File: config.mk
export PLATFORM = sky130hd
export DESIGN_NAME = socks5_client_handshake_top
export DESIGN_NICKNAME = d
export VERILOG_FILES = /design/src/hdl/s5ch_pkg.sv /design/src/hdl/s5ch_front.sv /design/src/hdl/s5ch_queue.sv /design/src/hdl/s5ch_back.sv /design/src/hdl/socks5_client_handshake_top.sv
export SDC_FILE = /design/constraint.sdc
export NUM_CORES = 1
export LEC_CHECK = 0
export BUFFER_PORTS_ARGS = -buffer_cell sky130_fd_sc_hd__buf_4
export CAP_MARGIN = 15
export CORE_MARGIN = 1
export CORE_UTILIZATION = 55
export CTS_BUF_LIST = sky130_fd_sc_hd__clkbuf_2 sky130_fd_sc_hd__clkbuf_4 sky130_fd_sc_hd__clkbuf_8
export DETAILED_ROUTE_END_ITERATION = 12
export PLACE_DENSITY = 0.81
export RECOVER_POWER = 25
export SYNTH_ARGS = -nofsm -noshare
export SYNTH_HDL_FRONTEND = slang
export SYNTH_SLANG_ARGS = --single-unit
File: constraint.sdc
create_clock -name clk -period 5.7 [get_ports clk]
set_clock_uncertainty 0.2 [all_clocks]
set_input_delay 1.14 -clock clk [delete_from_list [all_inputs] [get_ports clk]]
set_output_delay 1.14 -clock clk [all_outputs]
set_load 0.01 [all_outputs]
File: src/hdl/s5ch_pkg.sv
// ----------------------------------------------------------------------------
// s5ch_pkg
// Types and constants shared by the SOCKS5 client handshake modules.
// ----------------------------------------------------------------------------
package s5ch_pkg;

  typedef enum logic [2:0] {
    PH_IDLE, PH_GREET, PH_ADDR, PH_HDR, PH_BLEN, PH_SKIP
  } phase_t;

  typedef enum logic [1:0] {
    OP_START, OP_ADDR_BYTE, OP_RX_BYTE, OP_TICK
  } opcode_t;

  typedef enum logic [1:0] {
    BK_GREET, BK_HDR, BK_ADDR, BK_STATUS
  } burst_t;

  // status report codes
  localparam logic [2:0] ST_DONE       = 3'd0;
  localparam logic [2:0] ST_BAD_GREET  = 3'd1;
  localparam logic [2:0] ST_BAD_VER    = 3'd2;
  localparam logic [2:0] ST_REFUSED    = 3'd3;
  localparam logic [2:0] ST_BAD_TYPE   = 3'd4;
  localparam logic [2:0] ST_TIMEOUT    = 3'd5;
  localparam logic [2:0] ST_UNEXPECTED = 3'd6;

  // result kinds
  localparam logic RK_BYTE   = 1'b0;
  localparam logic RK_STATUS = 1'b1;

  // address kinds on start
  localparam logic [1:0] AK_V4      = 2'd0;
  localparam logic [1:0] AK_V6      = 2'd1;
  localparam logic [1:0] AK_NAME    = 2'd2;
  localparam logic [1:0] AK_INVALID = 2'd3;

  // protocol bytes
  localparam logic [7:0] SOCKS_VER    = 8'h05;
  localparam logic [7:0] METHOD_COUNT = 8'h01;
  localparam logic [7:0] AUTH_NONE    = 8'h00;
  localparam logic [7:0] REQ_CONNECT  = 8'h01;
  localparam logic [7:0] RSV_BYTE     = 8'h00;
  localparam logic [7:0] REPLY_OK     = 8'h00;
  localparam logic [7:0] ATYP_V4      = 8'h01;
  localparam logic [7:0] ATYP_NAME    = 8'h03;
  localparam logic [7:0] ATYP_V6      = 8'h04;

  localparam logic [7:0] LEN_V4    = 8'd4;
  localparam logic [7:0] LEN_V6    = 8'd16;
  localparam logic [8:0] SKIP_V4   = 9'd6;
  localparam logic [8:0] SKIP_V6   = 9'd18;
  localparam logic [8:0] SKIP_PORT = 9'd2;

  // one burst of results, as handed from front to back
  typedef struct packed {
    burst_t      kind;
    logic [7:0]  first;      // ATYP for header, address byte for address
    logic        has_len;
    logic [7:0]  len;
    logic        with_port;
    logic [15:0] port;
    logic [2:0]  status;
    logic [7:0]  code;
  } burst_desc_t;

  function automatic logic [7:0] atyp_code(input logic [1:0] k);
    case (k)
      AK_V4:   atyp_code = ATYP_V4;
      AK_V6:   atyp_code = ATYP_V6;
      default: atyp_code = ATYP_NAME;
    endcase
  endfunction

endpackage

File: src/hdl/s5ch_front.sv
// ----------------------------------------------------------------------------
// s5ch_front
// Accepts items, runs the handshake state and pushes at most one burst per item.
// ----------------------------------------------------------------------------
module s5ch_front (
  input  logic                  clk,
  input  logic                  rst_n,
  input  logic                  in_valid,
  output logic                  in_ready,
  input  logic [1:0]            in_opcode,
  input  logic [7:0]            in_data_byte,
  input  logic [1:0]            in_addr_kind,
  input  logic [7:0]            in_name_length,
  input  logic [15:0]           in_target_port_in,
  input  logic [23:0]           in_timeout_ticks,
  input  logic                  q_full,
  output logic                  push,
  output s5ch_pkg::burst_desc_t push_desc
);
  import s5ch_pkg::*;

  phase_t      phase_r, phase_nxt;
  logic [7:0]  byte_index_r, byte_index_nxt;
  logic [8:0]  skip_left_r, skip_left_nxt;
  logic [1:0]  target_kind_r, target_kind_nxt;
  logic [7:0]  target_length_r, target_length_nxt;
  logic [15:0] port_hold_r, port_hold_nxt;
  logic [23:0] ticks_left_r, ticks_left_nxt;

  logic       accept;
  logic [7:0] bi_inc;
  logic [8:0] skip_dec;

  assign in_ready = !q_full;
  assign accept   = in_valid && !q_full;
  assign bi_inc   = byte_index_r + 8'd1;
  assign skip_dec = (skip_left_r != 9'd0) ? skip_left_r - 9'd1 : skip_left_r;

  always_ff @(posedge clk) begin
    if (!rst_n) begin
      phase_r         <= PH_IDLE;
      byte_index_r    <= '0;
      skip_left_r     <= '0;
      target_kind_r   <= '0;
      target_length_r <= '0;
      port_hold_r     <= '0;
      ticks_left_r    <= '0;
    end else begin
      phase_r         <= phase_nxt;
      byte_index_r    <= byte_index_nxt;
      skip_left_r     <= skip_left_nxt;
      target_kind_r   <= target_kind_nxt;
      target_length_r <= target_length_nxt;
      port_hold_r     <= port_hold_nxt;
      ticks_left_r    <= ticks_left_nxt;
    end
  end

  always_comb begin
    phase_nxt         = phase_r;
    byte_index_nxt    = byte_index_r;
    skip_left_nxt     = skip_left_r;
    target_kind_nxt   = target_kind_r;
    target_length_nxt = target_length_r;
    port_hold_nxt     = port_hold_r;
    ticks_left_nxt    = ticks_left_r;
    push              = 1'b0;
    push_desc         = '0;
    push_desc.kind    = BK_STATUS;
    push_desc.port    = port_hold_r;

    if (accept) begin
      case (opcode_t'(in_opcode))
        OP_START: begin
          push = 1'b1;
          if (in_addr_kind == AK_INVALID) begin
            push_desc.status = ST_BAD_TYPE;
            phase_nxt        = PH_IDLE;
          end else begin
            push_desc.kind    = BK_GREET;
            target_kind_nxt   = in_addr_kind;
            target_length_nxt = (in_addr_kind == AK_V4) ? LEN_V4 :
                                (in_addr_kind == AK_V6) ? LEN_V6 : in_name_length;
            port_hold_nxt     = in_target_port_in;
            ticks_left_nxt    = in_timeout_ticks;
            byte_index_nxt    = '0;
            skip_left_nxt     = '0;
            phase_nxt         = PH_GREET;
          end
        end

        OP_ADDR_BYTE: begin
          if (phase_r == PH_ADDR && byte_index_r < target_length_r) begin
            push            = 1'b1;
            push_desc.kind  = BK_ADDR;
            push_desc.first = in_data_byte;
            byte_index_nxt  = bi_inc;
            if (bi_inc >= target_length_r) begin
              push_desc.with_port = 1'b1;
              phase_nxt           = PH_HDR;
              byte_index_nxt      = '0;
            end
          end
        end

        OP_RX_BYTE: begin
          case (phase_r)
            PH_GREET: begin
              if (byte_index_r == 8'd0) begin
                if (in_data_byte != SOCKS_VER) begin
                  push             = 1'b1;
                  push_desc.status = ST_BAD_GREET;
                  phase_nxt        = PH_IDLE;
                end else begin
                  byte_index_nxt = 8'd1;
                end
              end else if (in_data_byte != AUTH_NONE) begin
                push             = 1'b1;
                push_desc.status = ST_BAD_GREET;
                phase_nxt        = PH_IDLE;
              end else begin
                // method accepted: request header, address follows
                push              = 1'b1;
                push_desc.kind    = BK_HDR;
                push_desc.first   = atyp_code(target_kind_r);
                push_desc.has_len = (target_kind_r == AK_NAME);
                push_desc.len     = target_length_r;
                phase_nxt         = PH_ADDR;
                byte_index_nxt    = '0;
                if (target_length_r == 8'd0) begin
                  push_desc.with_port = 1'b1;
                  phase_nxt           = PH_HDR;
                end
              end
            end
            PH_ADDR: begin
              push             = 1'b1;
              push_desc.status = ST_UNEXPECTED;
              phase_nxt        = PH_IDLE;
            end
            PH_HDR: begin
              case (byte_index_r)
                8'd0: begin
                  if (in_data_byte != SOCKS_VER) begin
                    push             = 1'b1;
                    push_desc.status = ST_BAD_VER;
                    phase_nxt        = PH_IDLE;
                  end else begin
                    byte_index_nxt = bi_inc;
                  end
                end
                8'd1: begin
                  if (in_data_byte != REPLY_OK) begin
                    push             = 1'b1;
                    push_desc.status = ST_REFUSED;
                    push_desc.code   = in_data_byte;
                    phase_nxt        = PH_IDLE;
                  end else begin
                    byte_index_nxt = bi_inc;
                  end
                end
                8'd3: begin
                  byte_index_nxt = '0;
                  if (in_data_byte == ATYP_V4) begin
                    skip_left_nxt = SKIP_V4;
                    phase_nxt     = PH_SKIP;
                  end else if (in_data_byte == ATYP_V6) begin
                    skip_left_nxt = SKIP_V6;
                    phase_nxt     = PH_SKIP;
                  end else if (in_data_byte == ATYP_NAME) begin
                    phase_nxt = PH_BLEN;
                  end else begin
                    push             = 1'b1;
                    push_desc.status = ST_BAD_TYPE;
                    phase_nxt        = PH_IDLE;
                  end
                end
                default: byte_index_nxt = bi_inc;
              endcase
            end
            PH_BLEN: begin
              skip_left_nxt = {1'b0, in_data_byte} + SKIP_PORT;
              phase_nxt     = PH_SKIP;
            end
            PH_SKIP: begin
              skip_left_nxt = skip_dec;
              if (skip_dec == 9'd0) begin
                push             = 1'b1;
                push_desc.status = ST_DONE;
                phase_nxt        = PH_IDLE;
              end
            end
            default: ;
          endcase
        end

        OP_TICK: begin
          if (phase_r != PH_IDLE) begin
            if (ticks_left_r == 24'd0) begin
              push             = 1'b1;
              push_desc.status = ST_TIMEOUT;
              phase_nxt        = PH_IDLE;
            end else begin
              ticks_left_nxt = ticks_left_r - 24'd1;
            end
          end
        end

        default: ;
      endcase
    end
  end

endmodule

File: src/hdl/s5ch_queue.sv
// ----------------------------------------------------------------------------
// s5ch_queue
// Short FIFO of burst descriptors between front and back.
// ----------------------------------------------------------------------------
module s5ch_queue #(
  parameter int DEPTH = 4
) (
  input  logic                  clk,
  input  logic                  rst_n,
  input  logic                  push,
  input  s5ch_pkg::burst_desc_t push_desc,
  output logic                  full,
  input  logic                  pop,
  output logic                  head_valid,
  output s5ch_pkg::burst_desc_t head_desc
);
  import s5ch_pkg::*;

  localparam int PW = (DEPTH > 1) ? $clog2(DEPTH) : 1;
  localparam int CW = $clog2(DEPTH + 1);

  burst_desc_t     mem_r [DEPTH];
  logic [PW-1:0]   wr_ptr_r, wr_ptr_nxt;
  logic [PW-1:0]   rd_ptr_r, rd_ptr_nxt;
  logic [CW-1:0]   count_r, count_nxt;

  assign full       = (count_r == CW'(DEPTH));
  assign head_valid = (count_r != '0);
  assign head_desc  = mem_r[rd_ptr_r];

  always_comb begin
    wr_ptr_nxt = wr_ptr_r;
    rd_ptr_nxt = rd_ptr_r;
    count_nxt  = count_r;
    if (push) begin
      wr_ptr_nxt = (wr_ptr_r == PW'(DEPTH - 1)) ? '0 : wr_ptr_r + 1'b1;
    end
    if (pop) begin
      rd_ptr_nxt = (rd_ptr_r == PW'(DEPTH - 1)) ? '0 : rd_ptr_r + 1'b1;
    end
    case ({push, pop})
      2'b10:   count_nxt = count_r + 1'b1;
      2'b01:   count_nxt = count_r - 1'b1;
      default: count_nxt = count_r;
    endcase
  end

  always_ff @(posedge clk) begin
    if (!rst_n) begin
      wr_ptr_r <= '0;
      rd_ptr_r <= '0;
      count_r  <= '0;
    end else begin
      wr_ptr_r <= wr_ptr_nxt;
      rd_ptr_r <= rd_ptr_nxt;
      count_r  <= count_nxt;
    end
  end

  always_ff @(posedge clk) begin
    if (push) begin
      mem_r[wr_ptr_r] <= push_desc;
    end
  end

endmodule

File: src/hdl/s5ch_back.sv
// ----------------------------------------------------------------------------
// s5ch_back
// Expands each burst descriptor into result items, one per cycle unless out_ready stalls.
// ----------------------------------------------------------------------------
module s5ch_back (
  input  logic                  clk,
  input  logic                  rst_n,
  input  logic                  q_valid,
  input  s5ch_pkg::burst_desc_t q_desc,
  output logic                  q_pop,
  output logic                  out_valid,
  input  logic                  out_ready,
  output logic                  out_kind,
  output logic [7:0]            out_tx_byte,
  output logic [2:0]            out_status,
  output logic [7:0]            out_reply_code,
  output logic                  out_last
);
  import s5ch_pkg::*;

  logic [2:0] idx_r, idx_nxt;
  logic       out_valid_r, out_valid_nxt;
  logic       kind_r, last_r;
  logic [7:0] tx_r, code_r;
  logic [2:0] status_r;

  logic [2:0] cnt;
  logic [2:0] j, p;
  logic [7:0] byte_c;
  logic       kind_c, last_c, advance;

  // byte at position idx_r of the current burst
  always_comb begin
    cnt    = 3'd1;
    byte_c = 8'h00;
    kind_c = RK_BYTE;
    j      = idx_r - 3'd4;
    p      = '0;
    case (q_desc.kind)
      BK_GREET: begin
        cnt = 3'd3;
        case (idx_r)
          3'd0:    byte_c = SOCKS_VER;
          3'd1:    byte_c = METHOD_COUNT;
          default: byte_c = AUTH_NONE;
        endcase
      end
      BK_HDR: begin
        cnt = 3'd4 + {2'b00, q_desc.has_len} + {1'b0, q_desc.with_port, 1'b0};
        p   = j - {2'b00, q_desc.has_len};
        case (idx_r)
          3'd0: byte_c = SOCKS_VER;
          3'd1: byte_c = REQ_CONNECT;
          3'd2: byte_c = RSV_BYTE;
          3'd3: byte_c = q_desc.first;
          default: begin
            if (q_desc.has_len && j == 3'd0) begin
              byte_c = q_desc.len;
            end else begin
              byte_c = (p == 3'd0) ? q_desc.port[15:8] : q_desc.port[7:0];
            end
          end
        endcase
      end
      BK_ADDR: begin
        cnt = 3'd1 + {1'b0, q_desc.with_port, 1'b0};
        case (idx_r)
          3'd0:    byte_c = q_desc.first;
          3'd1:    byte_c = q_desc.port[15:8];
          default: byte_c = q_desc.port[7:0];
        endcase
      end
      default: kind_c = RK_STATUS;
    endcase
  end

  assign last_c  = (idx_r == cnt - 3'd1);
  assign advance = q_valid && (!out_valid_r || out_ready);
  assign q_pop   = advance && last_c;

  always_comb begin
    idx_nxt       = idx_r;
    out_valid_nxt = out_valid_r;
    if (out_ready) begin
      out_valid_nxt = 1'b0;
    end
    if (advance) begin
      out_valid_nxt = 1'b1;
      idx_nxt       = last_c ? 3'd0 : idx_r + 3'd1;
    end
  end

  always_ff @(posedge clk) begin
    if (!rst_n) begin
      idx_r       <= '0;
      out_valid_r <= 1'b0;
    end else begin
      idx_r       <= idx_nxt;
      out_valid_r <= out_valid_nxt;
    end
  end

  always_ff @(posedge clk) begin
    if (advance) begin
      kind_r   <= kind_c;
      tx_r     <= (kind_c == RK_STATUS) ? 8'h00 : byte_c;
      status_r <= (kind_c == RK_STATUS) ? q_desc.status : ST_DONE;
      code_r   <= (kind_c == RK_STATUS) ? q_desc.code : 8'h00;
      last_r   <= last_c;
    end
  end

  assign out_valid      = out_valid_r;
  assign out_kind       = kind_r;
  assign out_tx_byte    = tx_r;
  assign out_status     = status_r;
  assign out_reply_code = code_r;
  assign out_last       = last_r;

endmodule

File: src/hdl/socks5_client_handshake_top.sv
// An accepted item's descriptor is queued first; the back end then registers its results.
// Throughput: one item per cycle while the descriptor queue has room; results leave
//   one per cycle unless out_ready stalls, and an item causes up to seven results.
// The back end's single output register is the rate limit for result-heavy traffic.
// Reset: synchronous, active low; handshake goes idle, queue empties, no result valid.
// ----------------------------------------------------------------------------
// socks5_client_handshake_top
// SOCKS5 no-auth CONNECT client handshake: front state machine, descriptor
// queue, and a back end that serializes result bursts.
// ----------------------------------------------------------------------------
module socks5_client_handshake_top #(
  parameter int QUEUE_DEPTH = 4
) (
  input  logic        clk,
  input  logic        rst_n,
  // input items
  input  logic        in_valid,
  output logic        in_ready,
  input  logic [1:0]  in_opcode,
  input  logic [7:0]  in_data_byte,
  input  logic [1:0]  in_addr_kind,
  input  logic [7:0]  in_name_length,
  input  logic [15:0] in_target_port_in,
  input  logic [23:0] in_timeout_ticks,
  // result items
  output logic        out_valid,
  input  logic        out_ready,
  output logic        out_kind,
  output logic [7:0]  out_tx_byte,
  output logic [2:0]  out_status,
  output logic [7:0]  out_reply_code,
  output logic        out_last
);
  import s5ch_pkg::*;

  // Front: every accepted item updates the registered handshake state and
  // pushes at most one burst descriptor (greeting, header, address byte with
  // optional port, or a status report). Items with no result push nothing.
  logic        push, q_full, q_valid, q_pop;
  burst_desc_t push_desc, head_desc;

  s5ch_front u_front (
    .clk               (clk),
    .rst_n             (rst_n),
    .in_valid          (in_valid),
    .in_ready          (in_ready),
    .in_opcode         (in_opcode),
    .in_data_byte      (in_data_byte),
    .in_addr_kind      (in_addr_kind),
    .in_name_length    (in_name_length),
    .in_target_port_in (in_target_port_in),
    .in_timeout_ticks  (in_timeout_ticks),
    .q_full            (q_full),
    .push              (push),
    .push_desc         (push_desc)
  );

  // Queue decouples the front from output back-pressure.
  s5ch_queue #(
    .DEPTH (QUEUE_DEPTH)
  ) u_queue (
    .clk        (clk),
    .rst_n      (rst_n),
    .push       (push),
    .push_desc  (push_desc),
    .full       (q_full),
    .pop        (q_pop),
    .head_valid (q_valid),
    .head_desc  (head_desc)
  );

  // Back: walks the head descriptor one result per cycle unless out_ready stalls; pops on its last.
  s5ch_back u_back (
    .clk            (clk),
    .rst_n          (rst_n),
    .q_valid        (q_valid),
    .q_desc         (head_desc),
    .q_pop          (q_pop),
    .out_valid      (out_valid),
    .out_ready      (out_ready),
    .out_kind       (out_kind),
    .out_tx_byte    (out_tx_byte),
    .out_status     (out_status),
    .out_reply_code (out_reply_code),
    .out_last       (out_last)
  );

endmodule

==> reports/results.tsv <==
metric	value	unit
cts_tree	yes	
cp.arrival	4980	ps
syn_to_final_growth	12.59	%
use_met3	3.422	%
intPower	3.983	mW
initialDrtViolationCount	837	
drive_above_1_share	18.61	%
worstRegToRegCells	15	
hpwl	21.35	mm
yosysWarnings	0	
clock.fmax	0.2120	GHz
drc	0	
clk_path_buf_depth	3	
async_flop_share	0	%
gp_congestion	0.9476	
die_h	162.0	um
n_antenna_cell	0	
outcome	finished, violations left	
grt_pass1_vias	9408	
use_met1	33.59	%
placed_cell_area	14930	um2
multi_input_area	5653	um2
cp-end-kind	register	
num_vias	9881	
core	25180	um2
crit_slowest_cell	mux4_2	
pwr-share-comb	19.2	%
synth_top_cell_area_share	44.55	%
fill_cells	1919	
rows	58	
syn_avg_cell_area	11.77	um2
ys_ff_latch	292	
pwr-share-clk	35.3	%
final-max-slew-violation-count	37	
clock-sinks	292	
antenna_found_initial	0	
min_path_type	reg2reg	
crit_fanout	20	
synth_compound_area_share	12.17	%
first_pass_iters	5	
period_share	82.76	%
initial_core_util	55.94	%
ys_types	86	
min_path_cells	2	
cts-root-buf	clkbuf_8	
cts_hold_buffers	0	
p_switching	1.509	mW
regToRegEndpoint	u_queue.count_r[2]$_SDFFE_PN0P_	
num_io_pins	87	
post_drt_via_cell_ratio	6.040	
synth_seq_area_share	56.35	%
setup_viol	0	
min_period	4717	ps
fin_area	15860	um2
critical_path_class	reg2reg	
overflow	0	
port_buffers	86	
synthAdderAreaFrac	3.766	%
cts_buffers	45	
synthXorXnorAreaFrac	1.181	%
hold_violations	0	
cts.clk_slew.worst_paths	60	ps
busiest_layer	met2	
die_w	162.0	um
synth.area.top_cells	edfxtp_1 (45%), dfxtp_1 (12%), mux4_2 (7.5%)	
grt_first_pass_wirelength	50.36	mm
seq_area	7940	um2
start_kind	register	
cts_setup_buffers	0	
synth_nets	1302	
dieArea	26260	um2
hold_end	u_front.ticks_left_r[4]$_SDFFE_PN0P_	
tightest_slew	1807	ps
finalNonFillerCells	1636	
h-tree-depth	2	
violations	max-capacitance violations, max-slew violations	
synthesis.instances	1197	
synth_ff_type	edfxtp_1	
max_stage_delay	790	ps
yosys.area.top_type	edfxtp_1	
drt_wl_total	31.87	mm
cp.required	5970	ps
drtAntennaViolNets	0	
cts_resized	0	
whs	276.3	ps
track_usage	24.55	%
p_per_area	346.3	nW/um2
p_leak	5.742	nW
clock_latency	550	ps
syn_area	14090	um2
ir_drop	0.1681	mV
maxCapViolCount	1	
grt_start_max_net_pins	48	
post-place-cells	1553	
setup_tns	0	ps
num-nets-final	1375	
synth_top_family_by_area	simple AND/OR/NAND/NOR gates	
p_sw_share	27.47	%
synth_mux_area_share	8.678	%
synth_edf_count	209	
yosys.area_share.simple	14.14	%
reg2reg_slack	980	ps
hp-start	u_front.ticks_left_r[4]$_SDFFE_PN0P_	
path_cells	mux4_2 > nand2b_1 > nor2_1 > ha_1 > xor2_1 > or3_1 > a21oi_2 > nand2_1 > inv_1 > ha_1 > inv_1 > fa_1 > xor2_1 > or3_1 > a21oi_1	
seqPwrFrac	45.5	%
relSlewSlack	-20.49	%
grtUsageMet2	40.58	%
wire_per_inst	19.48	um
rsz0062_at_grt	false	
-- kinds of logic after synthesis --
family | Yosys count
buf+inv | 118
simple gates | 396
xor+xnor | 19
flops | 292
compound gates | 267
mux | 63
fa+ha+maj | 42
-- how the worst max path moves through the flow --
stage / from / endpoint / depth (start not counted)
4_1_cts: register / u_queue.count_r[2]$_SDFFE_PN0P_ / 15
3_3_place_gp: in_data_byte[3] / u_queue.count_r[2]$_SDFFE_PN0P_ / 13
5_1_grt: register / u_queue.count_r[2]$_SDFFE_PN0P_ / 15
3_5_place_dp: in_data_byte[3] / u_queue.count_r[2]$_SDFFE_PN0P_ / 13
6_report: register / u_queue.count_r[2]$_SDFFE_PN0P_ / 15
2_1_floorplan: in_data_byte[6] / u_queue.mem_r[0][0]$_DFFE_PP_ / 8
-- worst max-delay path, delay by kind of cell, from the launching register on --
kind	cells	cell delay, ps
AO/OA/AOI/OAI	2	410
XOR/XNOR	2	250
adder cells (fa/ha/maj)	3	760
buffers and inverters	2	160
flip-flops	1	630
multiplexers	1	790
AND/OR/NAND/NOR	5	1440
-- synthesized netlist by cell type (4+ instances only) --
| cell type | count |
|---|---|
| mux4_2 | 47 |
| nand4_1 | 8 |
| a21o_1 | 8 |
| or4_1 | 4 |
| or3_1 | 8 |
| inv_1 | 41 |
| nor4_1 | 12 |
| nand2b_1 | 14 |
| clkbuf_1 | 52 |
| nor2b_1 | 13 |
| ha_1 | 40 |
| o22ai_1 | 17 |
| xnor2_1 | 9 |
| o31ai_1 | 7 |
| and2_1 | 14 |
| xor2_1 | 10 |
| o21ai_0 | 44 |
| edfxtp_1 | 209 |
| o211ai_1 | 5 |
| a21oi_1 | 98 |
| mux2i_1 | 13 |
| nand2_1 | 120 |
| nand3_1 | 44 |
| nor2_1 | 77 |
| dfxtp_1 | 83 |
| a211oi_1 | 18 |
| or2_2 | 6 |
| nor3_1 | 24 |
| clkbuf_8 | 4 |
| a22oi_1 | 19 |
| a31oi_1 | 8 |
| nor4_2 | 4 |
| buf_2 | 11 |
| and3_1 | 26 |
-- flip-flops by register name (all words and copies together) (netlist names), 8 cells and up, named ones only --
name                     count
u_back.out_tx_byte           8
u_front.ticks_left_r        24
u_back.out_reply_code        8
u_front.skip_left_r          9
u_front.port_hold_r         16
u_queue.mem_r              188
u_front.byte_index_r         8
u_front.target_length_r      8
-- layout by cell type, fill, tap and decap left out, types with 24 or more instances in the layout --
cell and count:
a21oi_1 97, and3_1 26, buf_4 73, clkbuf_1 27, clkbuf_8 59, dfxtp_1 81, edfxtp_1 209, ha_1 40
inv_1 41, mux4_2 47, nand2_1 120, nand3_1 44, nor2_1 77, nor3_1 24, o21ai_0 44
-- cell type report --
cell class	instances	area share (%)
inverters	43	1.018
clock buffers	70	5.641
clock inverters	13	0.8915
multi-input cells	787	35.64
flip-flops and latches	292	50.06
well taps	330	2.603
repair buffers	101	4.142
-- power by group through the flow --
stage | registers (mW) | logic, mW | clock network (mW)
2_1_floorplan | 2.56 | 0.806 | 0
3_3_place_gp | 2.54 | 1.08 | 0
3_5_place_dp | 2.54 | 1.10 | 0
4_1_cts | 2.50 | 1.11 | 1.97
5_1_grt | 2.51 | 1.15 | 2.06
6_report | 2.50 | 1.05 | 1.94
-- metal layers --
metal | wire [um] | up-vias
li1 | - | 4671
met1 | 13580 | 4779
met5 | 0 | -
met3 | 2065 | 60
met2 | 15450 | 371
met4 | 771 | 0
-- per-stage QoR --
step / total power, mW / util [%] / worst slack (ps)
floorplan: 3.369 / - / 522.8
global placement: 3.618 / 59.30 / 879.0
detailed placement: 3.646 / 59.30 / 838.2
CTS: 5.579 / 63.41 / 1016
global route: 5.726 / 62.98 / 643.4
finish: 5.492 / 62.98 / 982.8
Note: power is estimated with default switching activity, not from simulation.
